<file path="config.mk">
export PLATFORM = sky130hd
export DESIGN_NAME = shortest_job_first_ready_queue
export DESIGN_NICKNAME = d
export VERILOG_FILES = /design/src/hw/rtl/sjf_rq_pkg.sv /design/src/hw/rtl/sjf_rq_cell.sv /design/src/hw/rtl/shortest_job_first_ready_queue.sv
export SDC_FILE = /design/constraint.sdc
export NUM_CORES = 2
export LEC_CHECK = 0
export CAP_MARGIN = 20
export CORE_UTILIZATION = 60
export CTS_CLUSTER_SIZE = 20
export DETAILED_ROUTE_END_ITERATION = 6
export DONT_BUFFER_PORTS = 1
export PLACE_DENSITY = 0.76
export RECOVER_POWER = 100
export SLEW_MARGIN = 5
export SYNTH_ARGS = -nofsm -noshare
export SYNTH_HDL_FRONTEND = slang
export SYNTH_SLANG_ARGS = --single-unit
</file>
<file path="constraint.sdc">
create_clock -name clk -period 19.85 [get_ports clk]
set_input_delay 0.9925 -clock clk [delete_from_list [all_inputs] [get_ports clk]]
set_output_delay 0.9925 -clock clk [all_outputs]
set_load 0.1 [all_outputs]
</file>
<file path="src/hw/rtl/sjf_rq_pkg.sv">
// ----------------------------------------------------------------------------
// sjf_rq_pkg
// Shared types and constants of the shortest-job-first ready queue.
// ----------------------------------------------------------------------------
package sjf_rq_pkg;

  localparam int DEPTH   = 16;
  localparam int OCC_W   = $clog2(DEPTH + 1);
  localparam int ID_W    = 8;
  localparam int TIME_W  = 32;

  localparam logic FUNC_INSERT = 1'b0;
  localparam logic FUNC_REMOVE = 1'b1;

  localparam logic REG_SHORTEST_FIRST = 1'b0;

  typedef struct packed {
    logic [TIME_W-1:0] exec_time;
    logic [ID_W-1:0]   task_id;
  } entry_t;

  typedef enum logic [1:0] {
    CELL_HOLD,
    CELL_LOAD_NEW,
    CELL_FROM_LEFT,
    CELL_FROM_RIGHT
  } cell_op_t;

  typedef struct packed {
    cell_op_t          op;
    logic              occupied;
    logic              shortest_first;
    logic [TIME_W-1:0] key;
  } cell_ctrl_t;

endpackage

</file>
<file path="src/hw/rtl/sjf_rq_cell.sv">
// ----------------------------------------------------------------------------
// sjf_rq_cell
// One queue slot: holds an entry, compares it against the incoming key and
// extends the run of strictly larger entries toward the head.
// ----------------------------------------------------------------------------
module sjf_rq_cell
  import sjf_rq_pkg::*;
(
  input  logic       clk,
  input  cell_ctrl_t ctrl,
  input  entry_t     new_entry,
  input  entry_t     left_entry,
  input  entry_t     right_entry,
  input  logic       run_in,
  output logic       run_out,
  output entry_t     entry
);

  entry_t entry_r;
  entry_t entry_nxt;
  logic   gt;

  assign gt      = ctrl.shortest_first && (entry_r.exec_time > ctrl.key);
  // unoccupied slots count as part of the run
  assign run_out = !ctrl.occupied || (gt && run_in);
  assign entry   = entry_r;

  always_comb begin
    unique case (ctrl.op)
      CELL_HOLD:       entry_nxt = entry_r;
      CELL_LOAD_NEW:   entry_nxt = new_entry;
      CELL_FROM_LEFT:  entry_nxt = left_entry;
      CELL_FROM_RIGHT: entry_nxt = right_entry;
      default:         entry_nxt = entry_r;
    endcase
  end

  always_ff @(posedge clk) begin
    entry_r <= entry_nxt;
  end

endmodule

</file>
<file path="src/hw/rtl/shortest_job_first_ready_queue.sv">
// ----------------------------------------------------------------------------
// shortest_job_first_ready_queue
// Ready queue of task entries kept in a row of slot cells.
// ----------------------------------------------------------------------------
// One request is taken per cycle unless the output stalls; its result appears
// in the output register the next cycle, and a new request is taken while
// that result is taken. Every slot cell compares its entry with the incoming
// key at once, so inserts and removes update all slots together at any depth.
// tuser of the input selects insert (0) or remove (1); tuser of the output is
// removed_valid. A full queue drops an insert and flags it.
module shortest_job_first_ready_queue
  import sjf_rq_pkg::*;
(
  input  logic        clk,
  input  logic        rst_n,
  // input requests
  input  logic        in_tvalid,
  output logic        in_tready,
  input  logic [39:0] in_tdata,   // task_id[7:0], exec_time[39:8]
  input  logic        in_tuser,   // func
  // results
  output logic        out_tvalid,
  input  logic        out_tready,
  output logic [47:0] out_tdata,  // removed_id[7:0], removed_time[39:8],
                                  // dropped[40], now_empty[41], zero[47:42]
  output logic        out_tuser,  // removed_valid
  // configuration
  input  logic        cfg_psel,
  input  logic        cfg_penable,
  input  logic        cfg_pwrite,
  input  logic [2:0]  cfg_paddr,
  input  logic [31:0] cfg_pwdata,
  output logic [31:0] cfg_prdata,
  output logic        cfg_pready
);

  logic             sf_r;
  logic [OCC_W-1:0] occ_r, occ_nxt;
  logic             out_valid_r, out_valid_nxt;
  logic             rvalid_r;
  entry_t           rentry_r;
  logic             dropped_r, empty_r;

  logic             accept, full, do_insert, do_remove;
  entry_t           in_entry;
  entry_t           cell_entry [DEPTH];
  logic             run        [DEPTH];
  cell_ctrl_t       ctrl       [DEPTH];

  assign cfg_pready = 1'b1;
  assign cfg_prdata = {31'd0, sf_r & (cfg_paddr[2] == REG_SHORTEST_FIRST)};

  always_ff @(posedge clk) begin
    if (!rst_n) begin
      sf_r <= 1'b1;
    end else if (cfg_psel && cfg_penable && cfg_pwrite && cfg_pready &&
                 cfg_paddr[2] == REG_SHORTEST_FIRST) begin
      sf_r <= cfg_pwdata[0];
    end
  end

  assign in_tready = !out_valid_r || out_tready;
  assign accept    = in_tvalid && in_tready;
  assign in_entry  = '{exec_time: in_tdata[39:8], task_id: in_tdata[7:0]};
  assign full      = (occ_r == OCC_W'(DEPTH));
  assign do_insert = accept && (in_tuser == FUNC_INSERT) && !full;
  assign do_remove = accept && (in_tuser == FUNC_REMOVE) && (occ_r != '0);

  always_comb begin
    occ_nxt = occ_r;
    if (do_insert) begin
      occ_nxt = occ_r + OCC_W'(1);
    end else if (do_remove) begin
      occ_nxt = occ_r - OCC_W'(1);
    end
  end

  genvar i;
  generate
    for (i = 0; i < DEPTH; i++) begin : g_cell
      logic prev_run, run_in;
      entry_t left_e, right_e;

      if (i == 0) begin : g_head
        assign prev_run = 1'b0;
        assign left_e   = in_entry;
      end else begin : g_body
        assign prev_run = run[i-1];
        assign left_e   = cell_entry[i-1];
      end

      if (i == DEPTH - 1) begin : g_tail
        assign run_in  = 1'b1;
        assign right_e = cell_entry[i];
      end else begin : g_inner
        assign run_in  = run[i+1];
        assign right_e = cell_entry[i+1];
      end

      always_comb begin
        ctrl[i].occupied       = (occ_r > OCC_W'(i));
        ctrl[i].shortest_first = sf_r;
        ctrl[i].key            = in_entry.exec_time;
        ctrl[i].op             = CELL_HOLD;
        if (do_insert) begin
          if (run[i] && !prev_run) begin
            ctrl[i].op = CELL_LOAD_NEW;
          end else if (run[i] && prev_run && (occ_r >= OCC_W'(i))) begin
            ctrl[i].op = CELL_FROM_LEFT;
          end
        end else if (do_remove && (i != DEPTH - 1)) begin
          ctrl[i].op = CELL_FROM_RIGHT;
        end
      end

      sjf_rq_cell u_cell (
        .clk         (clk),
        .ctrl        (ctrl[i]),
        .new_entry   (in_entry),
        .left_entry  (left_e),
        .right_entry (right_e),
        .run_in      (run_in),
        .run_out     (run[i]),
        .entry       (cell_entry[i])
      );
    end
  endgenerate

  always_comb begin
    out_valid_nxt = out_valid_r;
    if (accept) begin
      out_valid_nxt = 1'b1;
    end else if (out_tready) begin
      out_valid_nxt = 1'b0;
    end
  end

  always_ff @(posedge clk) begin
    if (!rst_n) begin
      occ_r       <= '0;
      out_valid_r <= 1'b0;
    end else begin
      occ_r       <= occ_nxt;
      out_valid_r <= out_valid_nxt;
    end
  end

  always_ff @(posedge clk) begin
    if (accept) begin
      rvalid_r  <= do_remove;
      rentry_r  <= do_remove ? cell_entry[0] : '0;
      dropped_r <= (in_tuser == FUNC_INSERT) && full;
      empty_r   <= (occ_nxt == '0);
    end
  end

  assign out_tvalid = out_valid_r;
  assign out_tuser  = rvalid_r;
  assign out_tdata  = {6'd0, empty_r, dropped_r, rentry_r.exec_time, rentry_r.task_id};

endmodule
</file>
; ---- Word level (Yosys, flattened, before mapping)
; Cells that the tools add are included.
[totals]
register_bits = 690
input_bits = 83
output_inout_bits = 84
word_cells = 365
[op_classes]
addsub = 2
magnitude_cmp = 47
eq_ne = 49
n_mux = 68
bitwise = 3
n_reduce_logical = 156
[ops]
columns = operator, n
row1 = $pmux 40 s3, 14
row2 = $gt 32x32->1, 16
row3 = $pmux 40 s2, 2
row4 = $mux 2, 47
row5 = $logic_and 1x1->1, 85
row6 = $eq 2x2->1 const B, 32
row7 = $ge 5x4->1 const B, 8
row8 = $gt 5x4->1 const B, 8
row9 = $logic_not 1->1, 33
row10 = $eq 2x1->1 const B, 16
row11 = $logic_not 2->1, 16
row12 = $ge 5x3->1 const B, 4
row13 = $gt 5x3->1 const B, 4
row14 = $logic_or 1x1->1, 17
row15 = $ge 5x2->1 const B, 2
row16 = $gt 5x1->1 const B, 2
row17 = $gt 5x2->1 const B, 2
row18 = $mux 5, 2
row19 = $add 5x1->5 const B, 1
row20 = $eq 5x5->1 const B, 1
row21 = $ge 5x1->1 const B, 1
row22 = $logic_not 5->1, 1
row23 = $reduce_bool 5->1, 1
row24 = $sub 5x1->5 const B, 1
row25 = 5 further kinds, 9

; ---- Logic depth before layout (Yosys ltp)
[depth]
depth_word = 40
ltp_mapped = 16
mapped_depth_nobuf = 13

; ---- Modules after synthesis
; Synthesis repeated with hierarchy kept, for this count alone.
[hier_totals]
cells_unflattened = 4914
hier_area_um2 = 48139.9
[by_module_without_submodules]
columns = module, n_inst, cells_per_inst, area_each_um2, seq_area_each_um2
row1 = sjf_rq_cell, 16, 288, 2824.0, 1201.2
row2 = shortest_job_first_ready_queue, 1, 306, 2956.6, 1431.4

; ---- Least setup slack after synthesis
; OpenSTA, ideal clock, no wires.
[synth_path]
path_type = input port to flip-flop
startpoint = in in_tdata[23]
endpoint = reg g_cell[5].u_cell.entry_r, in the netlist g_cell[5].u_cell.entry[0], enable pin
setup_time_ns = 0.497
arrival_time_ns = 7.119
required_ns = 19.353
slack_ns = 12.233
path_stages = 14
path_buffers = 1
path_cell_list = inv_1 > ha_1 > nand4_1 > or4_1 > a21o_1 > a31oi_1 > o31ai_1 > o32a_4 > o32a_4 > a21oi_1 > a32o_1 > clkbuf_1 > nor2_1 > o31ai_1
[synth_between]
elab_chain_cells = 31
elab_cells_between_ends = 55
cone_classes = order compare (12) / mux (3) / reduce/logical (40)
[synth_lines]
columns = item, line
row1 = "start, declared", shortest_job_first_ready_queue.sv:19  ; input logic [39:0] in_tdata,
row2 = $gt 32x32->1, sjf_rq_cell.sv:23  ; assign gt = ctrl.shortest_first && (entry_r.exec_time > ctrl.key);
row3 = $logic_and 1x1->1, sjf_rq_cell.sv:23
row4 = $logic_or 1x1->1, sjf_rq_cell.sv:25  ; assign run_out = !ctrl.occupied || (gt && run_in);
row5 = $logic_and 1x1->1, sjf_rq_cell.sv:25
row6 = $logic_or 1x1->1, sjf_rq_cell.sv:25
row7 = $logic_and 1x1->1, sjf_rq_cell.sv:25
row8 = $logic_or 1x1->1, sjf_rq_cell.sv:25
row9 = $logic_and 1x1->1, sjf_rq_cell.sv:25
row10 = (+14 left out), n/a
row11 = $logic_or 1x1->1, sjf_rq_cell.sv:25
row12 = $logic_and 1x1->1, sjf_rq_cell.sv:25
row13 = $logic_or 1x1->1, sjf_rq_cell.sv:25
row14 = $logic_and 1x1->1 (2 in series), shortest_job_first_ready_queue.sv:108  ; end else if (run[i] && prev_run && (occ_r >= OCC_W'(i))) begin
row15 = $mux 2, shortest_job_first_ready_queue.sv:108
row16 = $mux 2 *, shortest_job_first_ready_queue.sv:106  ; if (run[i] && !prev_run) begin
row17 = $mux 2 *, shortest_job_first_ready_queue.sv:105  ; if (do_insert) begin
row18 = $logic_not 2->1 *, sjf_rq_cell.sv:29  ; unique case (ctrl.op)
row19 = "end signal, assigned", sjf_rq_cell.sv:39  ; entry_r <= entry_nxt;
row20 = "end, declared", sjf_rq_cell.sv:19  ; entry_t entry_r;
; Every way passes the cells marked *; elsewhere a longest branch is shown, timed or not.
; A chain may end at the register's enable or synchronous reset.

; ---- Worst setup path after layout
[layout_path]
startpoint = reg out_valid_r, in the netlist out_tvalid
endpoint = reg g_cell[14].u_cell.entry_r, in the netlist g_cell[14].u_cell.entry[9], enable pin
[layout_between]
elab_chain_cells = 8
elab_cells_between_ends = 10
cone_classes = mux (2) / reduce/logical (8)
[layout_lines]
columns = item, line
row1 = "start, declared", shortest_job_first_ready_queue.sv:39  ; logic out_valid_r, out_valid_nxt;
row2 = "start signal, assigned", shortest_job_first_ready_queue.sv:144  ; out_valid_r <= out_valid_nxt;
row3 = $logic_not 1->1 *, shortest_job_first_ready_queue.sv:62  ; assign in_tready = !out_valid_r || out_tready;
row4 = $logic_or 1x1->1 *, shortest_job_first_ready_queue.sv:62
row5 = net in_tready, shortest_job_first_ready_queue.sv:18  ; output logic in_tready,
row6 = $logic_and 1x1->1 *, shortest_job_first_ready_queue.sv:63  ; assign accept = in_tvalid && in_tready;
row7 = net accept, shortest_job_first_ready_queue.sv:44  ; logic accept, full, do_insert, do_remove;
row8 = $logic_and 1x1->1 (2 in series), shortest_job_first_ready_queue.sv:67  ; assign do_remove = accept && (in_tuser == FUNC_REMOVE) && (occ_r != '0);
row9 = $mux 2, shortest_job_first_ready_queue.sv:111  ; end else if (do_remove && (i != DEPTH - 1)) begin
row10 = $mux 2 *, shortest_job_first_ready_queue.sv:105
row11 = $logic_not 2->1 *, sjf_rq_cell.sv:29
row12 = "end signal, assigned", sjf_rq_cell.sv:39
row13 = "end, declared", sjf_rq_cell.sv:19
; Mark *: on every way through the listed nets, which the timed path passes. The rest lies on a longest branch.

==> results_dict.tcl <==
set metrics [dict create \
    fin_ws_ns 7.22 \
    drc 6 \
    die_w_um 272 \
    core.rowCount 98 \
    synthArstFlopShare_pct 0 \
    maxSlewViolCount 1312 \
    drive_above_1_share_pct 5.75 \
    avgSynthCellArea_um2 10.8 \
    synth_mux_area_share_pct 0.232 \
    synth_adder_area_share_pct 14.8 \
    cp-end-kind "flop" \
    dr.max_layer_used "met4" \
    hold_class "in -> reg" \
    maxCapViolations 28 \
    die_h_um 272 \
    whs_path_depth 1 \
    clockRootBuffer "clkbuf_16" \
    first_pass_iters 7 \
    cts_setup_buffers 0 \
    clock_skew_ns 0.0292 \
    synth_ff_type "edfxtp_1" \
    period_needed_ns 12.63 \
    wl_met1_um 55500 \
    dpl.hpwl_um 95700 \
    fp.dieArea_mm2 0.0740 \
    dr_total_vias 35429 \
    synth_top_area_share_pct 46.9 \
    p_leak_nw 17.8 \
    synth_edf_count 683 \
    postCtsHoldBufs 0 \
    grt_max_degree 231 \
    clk_path_buf_depth 3 \
    final.setup.tns_ns 0 \
    port_buffers 0 \
    p_per_area_mw_per_mm2 91.2 \
    setup_viol 0 \
    reg2reg_depth 8 \
    period_share_pct 63.6 \
    syn_area_mm2 0.0438 \
    clock_latency_ns 0.63 \
    rsz0062_at_grt "no" \
    final_nets 4542 \
    vdd_drop_max_mv 0.0544 \
    cts_resized 0 \
    htreeDepth 3 \
    grt_pass1_wl_um 196000 \
    synth_common_cells "edfxtp_1 (683), ha_1 (518), nand2_1 (462), o21ai_0 (319), a22oi_1 (306)" \
    area_delta_synth_final_pct 7.83 \
    cp_data_arrival_time_ns 12.49 \
    synth-xor-area-share_pct 0.0400 \
    hold_viol_final 0 \
    yosysSeqAreaShare_pct 47.2 \
    crit_type "reg -> reg" \
    worstPathMaxFanout 107 \
    synthTopCellsByArea "edfxtp_1 (47%), ha_1 (15%), a221o_1 (5.9%)" \
    core_mm2 0.0719 \
    synth_compound_area_share_pct 22.0 \
    antenna_left 0 \
    yosys_warnings 0 \
    cts_buffers 78 \
    viasPerCell 7.15 \
    grt_overflow 0 \
    cp_data_required_time_ns 19.71 \
    synth_cells 4035 \
    status "complete, but fails checks" \
    worstMarginPinSlew_ns 4.11 \
    fmax_mhz 79.2 \
    pre_cts_slack_ns 12.69 \
    cts.sinks 690 \
    yosysMostFrequentCell "edfxtp_1" \
    antenna_found_initial 0 \
    synth-simple-area-share_pct 12.1 \
    wl_per_cell_um 26.0 \
    track_usage_pct 34.3 \
    violations "DRC, capacitance limit, slew limit" \
    place_congestion 0.994 \
    yosysTopAreaCell "edfxtp_1" \
    fill_cells 5575 \
    clk_pin_slew_worst_paths_ns 0.06 \
    crit_path_start_kind "flop" \
    first_iter_violations 5243 \
    num_io_pins 167 \
    wl_um 129000 \
    grt_pass1_vias 32823 \
    yosysUniqueCellTypes 84 \
    dr_wl_met2_um 53900 \
    cts_tree "yes" \
    synth_top_family_by_area "compound AO/OA/AOI/OAI gates" \
    synth-seq-cells 690 \
    initial_core_util_pct 60.9 \
    relSlewSlack_pct -174 \
    met3_length_um 15100 \
]
## final timing paths
check / slack [ns] / startpoint / to
max: 7.22 / out_tvalid / g_cell[14].u_cell.entry[9]
min: 0.48 / rst_n / sf_r
max reg2reg: 7.22 / out_tvalid / g_cell[14].u_cell.entry[9]
min reg2reg: 0.56 / g_cell[0].u_cell.entry[0] / out_tdata[0]
## flip-flops by register name, indices dropped and copies added (netlist names)
| name | flops |
|---|---|
| occ_r | 5 |
| out_tvalid | 1 |
| out_tdata | 40 |
| sf_r | 1 |
| empty_r | 1 |
| g_cell.u_cell.entry | 640 |
| out_tuser | 1 |
| dropped_r | 1 |
## layout make-up
| cell class | instances | area [µm²] | share of cell area [%] |
|---|---|---|---|
| multi-input combinational | 3026 | 21800 | 46.3 |
| sequential | 690 | 20600 | 43.8 |
| clock buffer | 94 | 2110 | 4.46 |
| tap | 950 | 1190 | 2.52 |
| clock inverter | 44 | 607 | 1.29 |
| timing repair buffer | 73 | 520 | 1.10 |
| inverter | 72 | 278 | 0.589 |
| antenna | 6 | 15.0 | 0.0318 |
## logic make-up (layout without fill, tap and decap cells)
family,after synthesis,after routing
adder cells (fa/ha/maj),518,518
XOR/XNOR,2,2
other,2,44
AO/OA/AOI/OAI,1354,1354
multiplexers,9,9
AND/OR/NAND/NOR,1105,1105
flip-flops,690,690
buffers and inverters,355,283
## worst max-delay path, stage by stage, from the launching register on
cell	delay [ns]
dfxtp_1	0.96
nand2b_1	0.85
nand2_1	0.42
inv_1	0.78
o211ai_1	0.36
clkbuf_1	2.67
inv_8	0.93
nor2_1	2.62
nand2_1	2.19
## cell usage in the layout, fill, tap and decap left out, drive strengths merged, types with 14 or more instances in the layout
cell type / instances
clkbuf: 112
clkinv: 27
nor2: 107
o211ai: 19
buf: 55
bufinv: 14
nor2b: 21
a22oi: 306
a21o: 73
and2: 49
a31oi: 14
and3: 47
inv: 72
nand2b: 14
a221o: 256
nand2: 462
nand3: 52
a211oi: 26
nand4: 92
o21ai: 322
nor3: 208
edfxtp: 683
ha: 518
o21a: 26
conb: 38
a21oi: 210
## routing by layer
layer,vias to the layer above,global-route usage [%]
met4,0,12.6
met2,2068,48.6
met5,-,0
met3,227,6.04
met1,17227,52.4
li1,15907,-
## power breakdown
group / switching (mW) / internal [mW]
sequential: 0.156 / 1.80
clock: 0.618 / 0.940
combinational: 0.509 / 0.279
total: 1.28 / 3.02
## stage by stage
step,instance area (µm²),cells,total power [mW],util [%],hold slack (ns)
6_report,47200,4955,4.30,65.7,0.484
4_1_cts,47300,4947,4.28,65.8,0.459
3_3_place_gp,44500,4807,2.70,62.0,0.526
2_1_floorplan,43900,4071,2.51,-,0.520
3_5_place_dp,44600,4809,2.74,62.0,0.540
5_1_grt,47200,4949,4.45,65.7,0.478
(Power assumes the default switching activity.)
